## src/hdl/bcs_pkg.sv

```systemverilog
// ----------------------------------------------------------------------------
// bcs_pkg
// Shared types, key codes and level grids of the bulb command sequencer.
// ----------------------------------------------------------------------------
package bcs_pkg;

	localparam int NUM_SEGS = 5;

	// command groups, in transmit order
	localparam logic [2:0] SEG_STATUS = 3'd0;
	localparam logic [2:0] SEG_MODE   = 3'd1;
	localparam logic [2:0] SEG_COLOUR = 3'd2;
	localparam logic [2:0] SEG_BRIGHT = 3'd3;
	localparam logic [2:0] SEG_TEMP   = 3'd4;

	// configuration register indexes
	localparam logic [1:0] CFG_ADDR_HIGH = 2'd0;
	localparam logic [1:0] CFG_ADDR_LOW  = 2'd1;
	localparam logic [1:0] CFG_BULB_KIND = 2'd2;

	// bulb kinds
	localparam logic [1:0] KIND_NONE  = 2'd0;
	localparam logic [1:0] KIND_WHITE = 2'd1;
	localparam logic [1:0] KIND_RGB   = 2'd2;

	// radio formats
	localparam logic [1:0] LINK_RGB   = 2'd1;
	localparam logic [1:0] LINK_WHITE = 2'd2;

	// white bulb button codes
	localparam logic [7:0] W_ON        = 8'h08;
	localparam logic [7:0] W_OFF       = 8'h0B;
	localparam logic [7:0] W_NIGHT     = 8'h18;
	localparam logic [7:0] W_WHITE     = 8'h08;
	localparam logic [7:0] W_FULL      = 8'h18;
	localparam logic [7:0] W_BRT_UP    = 8'h0C;
	localparam logic [7:0] W_BRT_DOWN  = 8'h04;
	localparam logic [7:0] W_WARMER    = 8'h0F;
	localparam logic [7:0] W_COOLER    = 8'h0E;
	localparam logic [7:0] W_COLOUR    = 8'h01;

	// rgb bulb key codes
	localparam logic [7:0] R_ON        = 8'h03;
	localparam logic [7:0] R_OFF       = 8'h04;
	localparam logic [7:0] R_WHITE     = 8'h13;
	localparam logic [7:0] R_COLOUR    = 8'h03;
	localparam logic [7:0] R_COLOUR_B  = 8'h0F;
	localparam logic [7:0] R_BRIGHT    = 8'h0E;
	localparam logic [7:0] R_BRT_BASE  = 8'd129;

	localparam logic [3:0] TEMP_MAX    = 4'd10;
	localparam logic [3:0] WHITE_TOP   = 4'd10;
	localparam logic [3:0] WHITE_OFF   = 4'd11;
	localparam logic [6:0] WHITE_FIRST = 7'd9;

	localparam logic [6:0] WHITE_GRID [11] = '{
		7'd9, 7'd18, 7'd27, 7'd36, 7'd45, 7'd54, 7'd63, 7'd72, 7'd81, 7'd90, 7'd100
	};
	localparam logic [6:0] COLOUR_GRID [26] = '{
		7'd4, 7'd8, 7'd12, 7'd15, 7'd19, 7'd23, 7'd27, 7'd31, 7'd35, 7'd39, 7'd42,
		7'd46, 7'd50, 7'd54, 7'd58, 7'd62, 7'd65, 7'd69, 7'd73, 7'd77, 7'd81, 7'd85,
		7'd88, 7'd92, 7'd96, 7'd100
	};

	typedef enum logic [1:0] {
		ST_IDLE,
		ST_PLAN,
		ST_RUN
	} seq_state_t;

	typedef struct packed {
		logic       on;
		logic       mode;
		logic [6:0] level;
		logic [7:0] hue;
		logic [3:0] temp;
	} lamp_t;

	typedef struct packed {
		logic [3:0] cnt;
		logic [7:0] key;
		logic [7:0] btn;
		logic       bv;
		logic [7:0] col;
		logic       cv;
	} seg_t;

	typedef struct packed {
		logic [1:0]                link;
		logic [6:0]                level;
		seg_t [NUM_SEGS-1:0]       segs;
	} plan_t;

	function automatic logic [3:0] white_index(input logic [6:0] v);
		logic [3:0] idx;
		idx = WHITE_TOP;
		for (int i = 10; i >= 0; i--) begin
			if (v <= WHITE_GRID[i]) begin
				idx = 4'(i);
			end
		end
		return idx;
	endfunction

	function automatic logic [4:0] colour_index(input logic [6:0] v);
		logic [4:0] idx;
		idx = 5'd25;
		for (int i = 25; i >= 0; i--) begin
			if (v <= COLOUR_GRID[i]) begin
				idx = 5'(i);
			end
		end
		return idx;
	endfunction

	function automatic logic [3:0] white_pos(input logic [6:0] v);
		logic [3:0] pos;
		pos = WHITE_OFF;
		for (int i = 0; i < 11; i++) begin
			if (v == WHITE_GRID[i]) begin
				pos = 4'(i);
			end
		end
		return pos;
	endfunction

endpackage

```

## src/hdl/bcs_plan.sv

```systemverilog
// ----------------------------------------------------------------------------
// bcs_plan
// Works out the command groups that move the bulb from its stored setting
// to the requested one: count, key, button and colour of each group.
// ----------------------------------------------------------------------------
module bcs_plan (
	input  bcs_pkg::lamp_t  req,
	input  bcs_pkg::lamp_t  prev,
	input  logic [1:0]      kind,
	output bcs_pkg::plan_t  plan
);
	import bcs_pkg::*;

	logic [3:0] idx_w;
	logic [4:0] idx_c;
	logic [6:0] q_w;
	logic [6:0] q_c;
	logic [6:0] old_b;
	logic [3:0] np;
	logic [3:0] op;
	logic       force_mode;

	always_comb begin
		plan       = '0;
		idx_w      = white_index(req.level);
		idx_c      = colour_index(req.level);
		q_w        = WHITE_GRID[idx_w];
		q_c        = COLOUR_GRID[idx_c];
		old_b      = prev.level;
		np         = '0;
		op         = '0;
		force_mode = 1'b0;
		plan.level = (kind == KIND_WHITE) ? q_w : q_c;
		plan.link  = (kind == KIND_WHITE) ? LINK_WHITE : LINK_RGB;
		case (kind)
			KIND_WHITE: begin
				for (int s = 0; s < NUM_SEGS; s++) begin
					plan.segs[s].bv  = 1'b1;
					plan.segs[s].col = W_COLOUR;
					plan.segs[s].cv  = 1'b1;
				end
				if (req.on != prev.on) begin
					plan.segs[SEG_STATUS].cnt = 4'd1;
					plan.segs[SEG_STATUS].btn = req.on ? W_ON : W_OFF;
					if (req.on) begin
						old_b = WHITE_FIRST;
					end
				end
				if (req.on) begin
					if (req.mode != prev.mode) begin
						plan.segs[SEG_MODE].cnt = 4'd1;
						plan.segs[SEG_MODE].btn = req.mode ? W_NIGHT : W_WHITE;
						old_b = WHITE_FIRST;
					end
					if (q_w != old_b) begin
						np = idx_w;
						op = white_pos(old_b);
						if (np > op) begin
							if (np == WHITE_TOP) begin
								plan.segs[SEG_BRIGHT].cnt = 4'd1;
								plan.segs[SEG_BRIGHT].btn = W_FULL;
							end else begin
								plan.segs[SEG_BRIGHT].cnt = np - op + 4'd1;
								plan.segs[SEG_BRIGHT].btn = W_BRT_UP;
							end
						end else begin
							plan.segs[SEG_BRIGHT].cnt = op - np + 4'd1;
							plan.segs[SEG_BRIGHT].btn = W_BRT_DOWN;
						end
					end
					if (req.temp != prev.temp) begin
						if (req.temp > prev.temp) begin
							plan.segs[SEG_TEMP].cnt = req.temp - prev.temp + 4'd1;
							plan.segs[SEG_TEMP].btn = W_WARMER;
						end else begin
							plan.segs[SEG_TEMP].cnt = prev.temp - req.temp + 4'd1;
							plan.segs[SEG_TEMP].btn = W_COOLER;
						end
					end
				end
			end
			KIND_RGB: begin
				if (req.on != prev.on) begin
					plan.segs[SEG_STATUS].cnt = 4'd1;
					plan.segs[SEG_STATUS].key = req.on ? R_ON : R_OFF;
					if (req.on) begin
						force_mode = 1'b1;
						old_b      = '0;
					end
				end
				if (req.on) begin
					if (force_mode || (req.mode != prev.mode)) begin
						plan.segs[SEG_MODE].cnt = 4'd1;
						plan.segs[SEG_MODE].key = req.mode ? R_WHITE : R_COLOUR;
						plan.segs[SEG_MODE].col = prev.hue;
						plan.segs[SEG_MODE].cv  = 1'b1;
						if (!req.mode) begin
							old_b = '0;
						end
					end
					if (!req.mode && (req.hue != prev.hue)) begin
						plan.segs[SEG_COLOUR].cnt = 4'd2;
						plan.segs[SEG_COLOUR].key = R_COLOUR;
						plan.segs[SEG_COLOUR].col = req.hue;
						plan.segs[SEG_COLOUR].cv  = 1'b1;
					end
					if (q_c != old_b) begin
						plan.segs[SEG_BRIGHT].cnt = 4'd1;
						plan.segs[SEG_BRIGHT].key = R_BRIGHT;
						plan.segs[SEG_BRIGHT].btn = R_BRT_BASE - {idx_c, 3'b000};
						plan.segs[SEG_BRIGHT].bv  = 1'b1;
						plan.segs[SEG_BRIGHT].col = req.hue;
						plan.segs[SEG_BRIGHT].cv  = 1'b1;
					end
				end
			end
			default: begin
			end
		endcase
	end

endmodule

```

## src/hdl/bulb_command_sequencer.sv

```systemverilog
// ----------------------------------------------------------------------------
// bulb_command_sequencer
// Turns one requested lamp setting into the run of radio remote commands
// that moves the bulb there from its last setting.
// ----------------------------------------------------------------------------
// Input channel (in_valid/in_ready) takes one request word: status, mode,
// brightness, colour and temperature step. Output channel (out_valid/
// out_ready) gives one command word per handshake; last marks the final
// command of a request. A request may give no command at all.
// Configuration: cfg_wr_en writes cfg_wdata to register cfg_idx. The user must
// write only while no request is in progress; the block does not enforce it.
// Only the bulb kind changes the commands sent.
// Timing: in_ready is high only in idle. After acceptance the plan state
// plans the run, then one command per cycle leaves through the output
// register unless the receiver stalls, with a skip step past each command
// group ahead of the last one used.
// A stalled receiver holds the current word and the sequencer waits; the
// next request can be taken while the last word still waits.
// Reset clears the stored setting, the transmission number and the bulb
// kind; no command is pending after reset.
// ----------------------------------------------------------------------------
module bulb_command_sequencer (
	input  logic       clk,
	input  logic       arst_n,
	input  logic       cfg_wr_en,
	input  logic [1:0] cfg_idx,
	input  logic [7:0] cfg_wdata,
	input  logic       in_valid,
	output logic       in_ready,
	input  logic       lamp_on,
	input  logic       colour_mode,
	input  logic [6:0] brightness_pct,
	input  logic [7:0] hue_code,
	input  logic [3:0] temp_step,
	output logic       out_valid,
	input  logic       out_ready,
	output logic [1:0] link_type,
	output logic [7:0] key_byte,
	output logic [7:0] sequence_res,
	output logic [7:0] button_byte,
	output logic       button_valid,
	output logic [7:0] colour_byte,
	output logic       colour_valid,
	output logic       last
);
	import bcs_pkg::*;

	seq_state_t state_q, state_d;
	lamp_t      req_q;
	lamp_t      prev_q;
	logic [1:0] kind_q;
	logic [7:0] tx_q;
	logic [7:0] tx_next;
	plan_t      plan;
	seg_t       segs_q [NUM_SEGS];
	logic [1:0] link_q;
	logic [2:0] cur_seg_q;
	logic [4:0] rem_q;
	logic [4:0] total;
	seg_t       cur;
	logic       slot_free;
	logic       emit;
	logic       skip;
	logic       accept;
	logic [7:0] cur_key;

	logic       out_valid_q;
	logic [1:0] link_type_q;
	logic [7:0] key_byte_q;
	logic [7:0] sequence_res_q;
	logic [7:0] button_byte_q;
	logic       button_valid_q;
	logic [7:0] colour_byte_q;
	logic       colour_valid_q;
	logic       last_q;

	bcs_plan u_plan (
		.req  (req_q),
		.prev (prev_q),
		.kind (kind_q),
		.plan (plan)
	);

	always_comb begin
		total = '0;
		for (int s = 0; s < NUM_SEGS; s++) begin
			total = total + 5'(plan.segs[s].cnt);
		end
	end

	// address bytes belong to the radio framing and are not kept here
	always_ff @(posedge clk or negedge arst_n) begin
		if (!arst_n) begin
			kind_q <= KIND_NONE;
		end else if (cfg_wr_en) begin
			case (cfg_idx)
				CFG_BULB_KIND: kind_q <= cfg_wdata[1:0];
				CFG_ADDR_HIGH, CFG_ADDR_LOW: kind_q <= kind_q;
				default: kind_q <= kind_q;
			endcase
		end
	end

	always_comb begin
		state_d = state_q;
		case (state_q)
			ST_IDLE: begin
				if (in_valid) begin
					state_d = ST_PLAN;
				end
			end
			ST_PLAN: begin
				state_d = (total == '0) ? ST_IDLE : ST_RUN;
			end
			ST_RUN: begin
				if (emit && (rem_q == 5'd1)) begin
					state_d = ST_IDLE;
				end
			end
			default: state_d = ST_IDLE;
		endcase
	end

	always_comb begin
		in_ready  = (state_q == ST_IDLE);
		accept    = in_valid && in_ready;
		cur       = segs_q[cur_seg_q];
		slot_free = !out_valid_q || out_ready;
		emit      = (state_q == ST_RUN) && (cur.cnt != '0) && slot_free;
		skip      = (state_q == ST_RUN) && (cur.cnt == '0);
		tx_next   = tx_q + 8'd1;
		if (link_q == LINK_WHITE) begin
			cur_key = ~tx_next;
		end else if ((cur_seg_q == SEG_COLOUR) && (cur.cnt == 4'd1)) begin
			cur_key = R_COLOUR_B;
		end else begin
			cur_key = cur.key;
		end
	end

	always_ff @(posedge clk or negedge arst_n) begin
		if (!arst_n) begin
			state_q   <= ST_IDLE;
			prev_q    <= '0;
			tx_q      <= '0;
			rem_q     <= '0;
			cur_seg_q <= SEG_STATUS;
		end else begin
			state_q <= state_d;
			if (state_q == ST_PLAN) begin
				prev_q.on    <= req_q.on;
				prev_q.mode  <= req_q.mode;
				prev_q.level <= plan.level;
				prev_q.hue   <= req_q.hue;
				prev_q.temp  <= req_q.temp;
				rem_q        <= total;
				cur_seg_q    <= SEG_STATUS;
			end else if (emit) begin
				tx_q  <= tx_next;
				rem_q <= rem_q - 5'd1;
			end else if (skip) begin
				cur_seg_q <= cur_seg_q + 3'd1;
			end
		end
	end

	always_ff @(posedge clk) begin
		if (accept) begin
			req_q.on    <= lamp_on;
			req_q.mode  <= colour_mode;
			req_q.level <= brightness_pct;
			req_q.hue   <= hue_code;
			req_q.temp  <= (temp_step > TEMP_MAX) ? TEMP_MAX : temp_step;
		end
		if (state_q == ST_PLAN) begin
			link_q <= plan.link;
			for (int s = 0; s < NUM_SEGS; s++) begin
				segs_q[s] <= plan.segs[s];
			end
		end else if (emit) begin
			segs_q[cur_seg_q].cnt <= cur.cnt - 4'd1;
		end
	end

	// output word register
	always_ff @(posedge clk or negedge arst_n) begin
		if (!arst_n) begin
			out_valid_q <= 1'b0;
		end else if (emit) begin
			out_valid_q <= 1'b1;
		end else if (out_ready) begin
			out_valid_q <= 1'b0;
		end
	end

	always_ff @(posedge clk) begin
		if (emit) begin
			link_type_q    <= link_q;
			key_byte_q     <= cur_key;
			sequence_res_q <= tx_next;
			button_byte_q  <= cur.btn;
			button_valid_q <= cur.bv;
			colour_byte_q  <= cur.col;
			colour_valid_q <= cur.cv;
			last_q         <= (rem_q == 5'd1);
		end
	end

	assign out_valid    = out_valid_q;
	assign link_type    = link_type_q;
	assign key_byte     = key_byte_q;
	assign sequence_res = sequence_res_q;
	assign button_byte  = button_byte_q;
	assign button_valid = button_valid_q;
	assign colour_byte  = colour_byte_q;
	assign colour_valid = colour_valid_q;
	assign last         = last_q;

`ifndef SYNTHESIS
	a_idle_empty: assert property (@(posedge clk) disable iff (!arst_n)
		(state_q == ST_IDLE) |-> (rem_q == '0))
		else $error("commands left over in idle");
	a_run_pending: assert property (@(posedge clk) disable iff (!arst_n)
		(state_q == ST_RUN) |-> (rem_q != '0))
		else $error("sequencer running with nothing to send");
	a_tx_step: assert property (@(posedge clk) disable iff (!arst_n)
		emit |=> (tx_q == $past(tx_next)) && (sequence_res == tx_q))
		else $error("transmission number out of step");
	a_last_ends: assert property (@(posedge clk) disable iff (!arst_n)
		(emit && (rem_q == 5'd1)) |=> (state_q == ST_IDLE) && last)
		else $error("final word not marked last");
`endif

endmodule

```

## config.mk

```make
export PLATFORM = sky130hd
export DESIGN_NAME = bulb_command_sequencer
export DESIGN_NICKNAME = d
export VERILOG_FILES = /design/src/hdl/bcs_pkg.sv /design/src/hdl/bcs_plan.sv /design/src/hdl/bulb_command_sequencer.sv
export SDC_FILE = /design/constraint.sdc
export NUM_CORES = 1
export LEC_CHECK = 0
export BUFFER_PORTS_ARGS = -buffer_cell sky130_fd_sc_hd__buf_2
export CAP_MARGIN = 30
export CORE_MARGIN = 1.5
export CORE_UTILIZATION = 50
export CTS_BUF_LIST = sky130_fd_sc_hd__clkbuf_16
export DETAILED_ROUTE_END_ITERATION = 10
export GPL_TIMING_DRIVEN = 0
export PLACE_DENSITY = 0.76
export SYNTH_ARGS = -nofsm -noshare
export SYNTH_HDL_FRONTEND = slang
export SYNTH_SLANG_ARGS = --single-unit
```

## constraint.sdc

```tcl
create_clock -name clk -period 6.3 [get_ports clk]
set_input_delay 0.945 -clock clk [delete_from_list [all_inputs] [get_ports clk]]
set_output_delay 0.945 -clock clk [all_outputs]
set_load 0.005 [all_outputs]
```

; Word-level counts from Yosys, hierarchy flattened
; Memory sizes are Yosys's and may differ from the RTL's.
; Index checks and enable logic that the tools add are counted.
[classes]
add_sub_neg = 17
order_cmp = 37
n_eq_ne = 30
mux = 134
n_bitwise = 4
n_reduce_logical = 23
[op_table]
columns = op, n
row1 = two-way mux 4 bit, 39
row2 = two-way mux 5 bit, 22
row3 = two-way mux 7 bit, 14
row4 = two-way mux 8 bit, 12
row5 = "<= comparator 7 x 6 -> 1 bit, second input constant", 11
row6 = "<= comparator 7 bit, second input constant", 11
row7 = two-way mux 9 bit, 6
row8 = case mux 13 bit (2 select lines), 2
row9 = two-way mux 39 bit, 1
row10 = two-way mux 18 bit, 2
row11 = case mux 18 bit (2 select lines), 1
row12 = "<= comparator 7 x 5 -> 1 bit, second input constant", 5
row13 = two-way mux 30 bit, 1
row14 = OR reduction 30 bit, 1
row15 = "== test 7 x 6 -> 1 bit, second input constant", 4
row16 = "== test 7 bit, second input constant", 4
row17 = "<= comparator 7 x 4 -> 1 bit, second input constant", 4
row18 = two-way mux 27 bit, 1
row19 = two-way mux 21 bit, 1
row20 = "adder 4 x 1 -> 4 bit, second input constant", 4
row21 = two-way mux 2 bit, 8
row22 = subtractor 4 bit, 4
row23 = adder 5 x 4 -> 5 bit, 3
row24 = two-way mux 1 bit, 15
row25 = other kinds (43), 69
[totals]
register_bits = 102
ram_bits = 150
romBits = 336
output_inout_bits = 39
n_memories = 3
[memory_table]
columns = memory, words, width, rd, rd_clocked_by_memory_dff, write_ports, line
row1 = (name not given), 32, 7, 1, 0, 0, bcs_plan.sv:28  ; q_c = COLOUR_GRID[idx_c];
row2 = segs_q, 5, 30, 1, 0, 5, bulb_command_sequencer.sv:55  ; seg_t segs_q [NUM_SEGS];
row3 = (name not given), 16, 7, 1, 0, 0, bcs_plan.sv:27  ; q_w = WHITE_GRID[idx_w];

; Logic depth before layout (Yosys ltp)
[depth]
ltp_word = 40
depth_mapped = 27
depth_no_buf = 25

; By module
; Synthesis repeated with hierarchy kept, for this count alone.
[unflattened]
hier_cells = 1187
hier_area_um2 = 14144.8
[by_module_without_submodules]
columns = module, instances, cells_each, area_each_um2, seq_area_each_um2
row1 = bulb_command_sequencer, 1, 679, 10692.8, 7717.4
row2 = bcs_plan, 1, 508, 3452.1, 0.0

; Worst setup path after synthesis
; No wires, ideal clock.
[synth_timing]
kind = reg-to-reg
start = register req_q[15] (netlist name)
end = register state_q[1]
setup_ns = 0.120
arrival_time_ns = 5.470
t_required_ns = 6.180
path_slack_ns = 0.709
path_stages_with_launch = 26
n_path_buf = 4
period_less_slack_ns = 5.591
path_cell_list = edfxtp_1 -> buf_2 -> buf_2 -> buf_2 -> o21ai_0 -> a21oi_1 -> o32ai_1 -> inv_1 -> ha_1 -> clkbuf_1 -> nand2b_1 -> a2111oi_2 -> o31a_1 -> a2111oi_0 -> and4b_1 -> a311o_1 -> nand2b_4 -> nor2_1 -> fa_1 -> ha_1 -> a21o_1 -> a21oi_1 -> xnor2_1 -> or4_1 -> o21ai_0 -> nand2_1
[synth_between]
elab_chain_len = 39
word_cells_on_any_way = 95
cone_classes = 6 x add/sub / 33 x order compare / 3 x eq/ne / 48 x mux / 2 x bitwise / 1 x reduce/logical / 2 x memory
[synth_rtl]
columns = item, line
row1 = "start, declared", bulb_command_sequencer.sv:49  ; lamp_t req_q;
row2 = <= comparator 7 bit, bcs_pkg.sv:109  ; if (v <= COLOUR_GRID[i]) begin
row3 = two-way mux 1 bit, bcs_pkg.sv:109
row4 = two-way mux 4 bit (8 in a row), bcs_pkg.sv:109
row5 = two-way mux 5 bit (16 in a row), bcs_pkg.sv:109
row6 = inverter 5 -> 6 bit (not written as such), bcs_plan.sv:28
row7 = memory read (32 x 7 bit), -
row8 = two-way mux 7 bit (not written as such) (2 in a row), bcs_plan.sv:28
row9 = inequality test 7 bit, bcs_plan.sv:107  ; if (q_c != old_b) begin
row10 = two-way mux 27 bit, bcs_plan.sv:107
row11 = two-way mux 39 bit, bcs_plan.sv:91  ; if (req.on) begin
row12 = case mux 4 bit (2 select lines) (*), bcs_plan.sv:35  ; case (kind)
row13 = adder 5 x 4 -> 5 bit (*) (2 in a row), bulb_command_sequencer.sv:87  ; total = total + 5'(plan.segs[s].cnt);
row14 = zero test 5 bit (*), bulb_command_sequencer.sv:113  ; state_d = (total == '0) ? ST_IDLE : ST_RUN;
row15 = two-way mux 2 bit (*), bulb_command_sequencer.sv:113
row16 = case mux 2 bit (3 select lines) (*), bulb_command_sequencer.sv:106  ; case (state_q)
row17 = "end signal, assigned", bulb_command_sequencer.sv:149  ; state_q <= state_d;
row18 = "end, declared", bulb_command_sequencer.sv:48  ; seq_state_t state_q, state_d;
; Every way passes the cells marked *; elsewhere a longest branch is shown, timed or not. The select of a mux whose other input is x is not followed.
; A chain may end at the register's enable or synchronous reset.

; Worst setup path after layout
[layout_timing]
start = register req_q[16] (netlist name)
end = register state_q[1]
; Same word-level chain as after synthesis.

==> results.ini <==
[timing]
maxSlewViolCount=0
hold_viol=0
fmax_mhz=166
finalCritPeriodShare=0.958
tightest_slew_ps=973
relSlewSlack=0.347
skew_ps=10.2
fin_setup_tns_ps=0
holdWs_ps=344
fin_crit_ps=6030
setup_viol_count_final=0

[die]
start_util=0.513
die_w_microns=147
core-area_sq_mm=0.0203
dieArea_sq_mm=0.0217
fp.dieH_microns=147
ios=75
rows=52

[yosys]
yosys-top-cells-area=edfxtp_1, dfrtp_1, ha_1, nor2_1, nand2_1
ys_types=82
async_flop_share=0.233
postSynthNetCount=1084
synth_edf_count=138
synthDominantCellAreaShare=0.398
synth_flop_cell=edfxtp_1
yosys.area.top_type=edfxtp_1
ys_ff_latch=180
avgSynthCellArea_sq_um=10.5
synth-warning-count=0
yosysSeqAreaShare=0.499
synth_cells=993
synth_area_sq_mm=0.0104

[grt]
grt_pass1_wl_microns=39100
grt_pass1_vias=7497
grt_max_degree=45
antenna_found_initial=0
grt_usage=0.231
overflow=0

[cts]
cts_root_buf=clkbuf_16
htree_levels=4
numCtsBuffers=17
path_clk_slew_ps=70
cts.sinks=180
clock_latency_ps=430
clk_path_buf_depth=2
cts_tree=built

[place]
gp_congestion=0.940
io_buffers=68
post_dp_cell_area_sq_mm=0.0112
dp_hpwl_microns=18300

[cells_and_area]
ff_latch_area_sq_mm=0.00519
layout.nets=1184
design_area_sq_mm=0.0119
synthToLayoutAreaGrowth_pct=14.3
multi_input_area_sq_mm=0.00480
drive_gt1_frac=0.167
n_antenna_cell=0
fill_cells=1695

[route]
dr_total_vias=8133
wl_per_cell_microns=18.2
ant_nets=0
drc=0
first_pass_iters=5
avgViaCountPerCell=5.91
wl_microns=25000
drt_iter0_markers=737

[critical_path]
r2r-start=req_q[16]
crit_fanout=19
startpoint=req_q[16]
path_buf_inv=3
cp_common_cell=nand2_1
crit_chain=clkbuf_4, buf_6, a21boi_1, a2111oi_2, nand2_1, nand2_1, nand3_1, o21ai_0, nor2_1, ha_1, nor3b_1, a211oi_1, o21ai_0, a222oi_1, nand4_1, nand2_2, buf_6, o21ai_1, ha_1, fa_1, or4_1, o21ai_1, nand2_1
crit_path_end_kind=register
critical_path.top_delay_family=compound AO/OA/AOI/OAI gates
cp_slowest_cell=a2111oi_2
critPathKind=register to register
worstPathArrival_ps=6350
start_kind=register
cp.required_ps=6620
cpPeakStageDelay_ps=530

[hold_path]
hold_class=input pin to async pin

[outcome]
run_status=finished, final reports clean

[power_and_ir_drop]
powerDensity_mw_per_mm2=463
vdd_drop_max_mv=0.223
leakage_uw=0.00481

[run]
maxCapViolCount=0

==> state kept, by name, indices dropped and copies added, names as in the netlist, 3 cells and up <==
signal / count
colour_byte: 8
tx_q: 8
rem_q: 5
cur_seg_q: 3
sequence_res: 8
button_byte: 8
prev_q: 21
segs_q: 79
key_byte: 8
req_q: 21
==> area by class of cell <==
class | count | share of cell area
timing repair buffer | 83 | 0.0419
tap | 270 | 0.0284
sequential | 180 | 0.437
multi-input combinational | 697 | 0.403
buffer | 56 | 0.0219
clock buffer | 17 | 0.0358
clock inverter | 15 | 0.0137
inverter | 58 | 0.0183
==> report_power, final <==
group	switching (uW)	total, uW	internal (uW)
logic	1600	2530	925
clock network	504	1040	532
registers	192	1940	1750
total	2300	5510	3210
==> worst reg2reg max path, stage by stage (launching register included) <==
cell,delay (ps)
edfxtp_1,460
clkbuf_4,270
buf_6,210
a21boi_1,100
a2111oi_2,530
nand2_1,100
nand2_1,90
nand3_1,80
o21ai_0,280
nor2_1,220
ha_1,350
nor3b_1,180
a211oi_1,350
o21ai_0,160
a222oi_1,320
nand4_1,300
nand2_2,230
buf_6,190
o21ai_1,100
ha_1,230
fa_1,460
or4_1,510
o21ai_1,160
nand2_1,70
==> routing by layer <==
layer | track usage | vias to the layer above | wire [microns]
li1 | - | 3817 | -
met1 | 0.305 | 3862 | 10600
met2 | 0.379 | 409 | 11900
met3 | 0.0435 | 45 | 1800
met4 | 0.0900 | 0 | 679
met5 | 0 | - | 0
==> cell families (layout without fill, tap and decap cells) <==
| group | after synthesis | after routing | share of synthesized area |
|---|---|---|---|
| and+or+nand+nor | 346 | 346 | 0.161 |
| AOI/OAI and AO/OA | 216 | 216 | 0.143 |
| DFF | 180 | 180 | 0.499 |
| buffers and inverters | 116 | 229 | 0.0454 |
| adders and majority gates | 55 | 55 | 0.0733 |
| xor gates and xnor gates | 47 | 47 | 0.0403 |
| muxes | 33 | 33 | 0.0380 |
==> synth_stat cells (8+ instances only) <==
cell type / count
nand2_1: 91
a21oi_1: 37
nand2b_1: 11
mux2_2: 11
nor2b_1: 10
ha_1: 45
nand4_1: 8
xor2_1: 24
clkbuf_1: 30
a31oi_1: 8
nand3_1: 26
mux2i_1: 17
nor3b_1: 8
inv_1: 54
nor3_1: 18
edfxtp_1: 138
dfrtp_1: 42
a22oi_1: 16
and3_1: 11
fa_1: 10
o21ai_0: 50
xnor2_1: 22
and2_1: 31
nor2_1: 100
a211oi_1: 9
buf_2: 18
==> placed cells by master (no fill, tap or decap), types with 12 or more instances in the layout <==
cell type | netlist | routed
edfxtp_1 | 138 | 138
nor2_1 | 100 | 98
nand2_1 | 91 | 91
buf_2 | 18 | 86
inv_1 | 54 | 53
o21ai_0 | 50 | 48
ha_1 | 45 | 45
dfrtp_1 | 42 | 42
a21oi_1 | 37 | 37
and2_1 | 31 | 30
nand3_1 | 26 | 26
clkbuf_1 | 30 | 25
xor2_1 | 24 | 24
xnor2_1 | 22 | 22
nor3_1 | 18 | 18
mux2i_1 | 17 | 17
clkbuf_16 | 0 | 17
a22oi_1 | 16 | 16
buf_4 | 2 | 12
==> final timing paths <==
check | end | slack, ps | cells past startpoint
worst max-delay path | state_q[1] | 270 | 23
worst min-delay path | prev_q[2] | 340 | 1
worst max register to register | state_q[1] | 270 | 23
worst min register to register | link_type[0] | 480 | 0
max in group asynchronous | prev_q[6] | 5490 | 2
min in group clk | link_type[0] | 480 | 0
==> metrics by stage <==
step	setup slack [ps]	power (uW)	cells	util
after global placement	-304	4270	1331	0.546
after global routing	-3.46	5850	1376	0.586
after floorplan	709	3630	993	-
final	267	5510	1376	0.586
after detailed placement	-282	4360	1335	0.550
after CTS	32.4	5420	1366	0.580
==> what timing repair did <==
| item | 4_1_cts | 5_1_grt |
|---|---|---|
| endpoints found under the setup margin | 2 | 3 |
| resized for setup | 5 | 16 |
| pin swaps | 1 | 3 |
| hold buffers | 0 | 0 |
| setup buffers | 0 | 11 |
No activity file was read; power rests on OpenSTA's default activity.
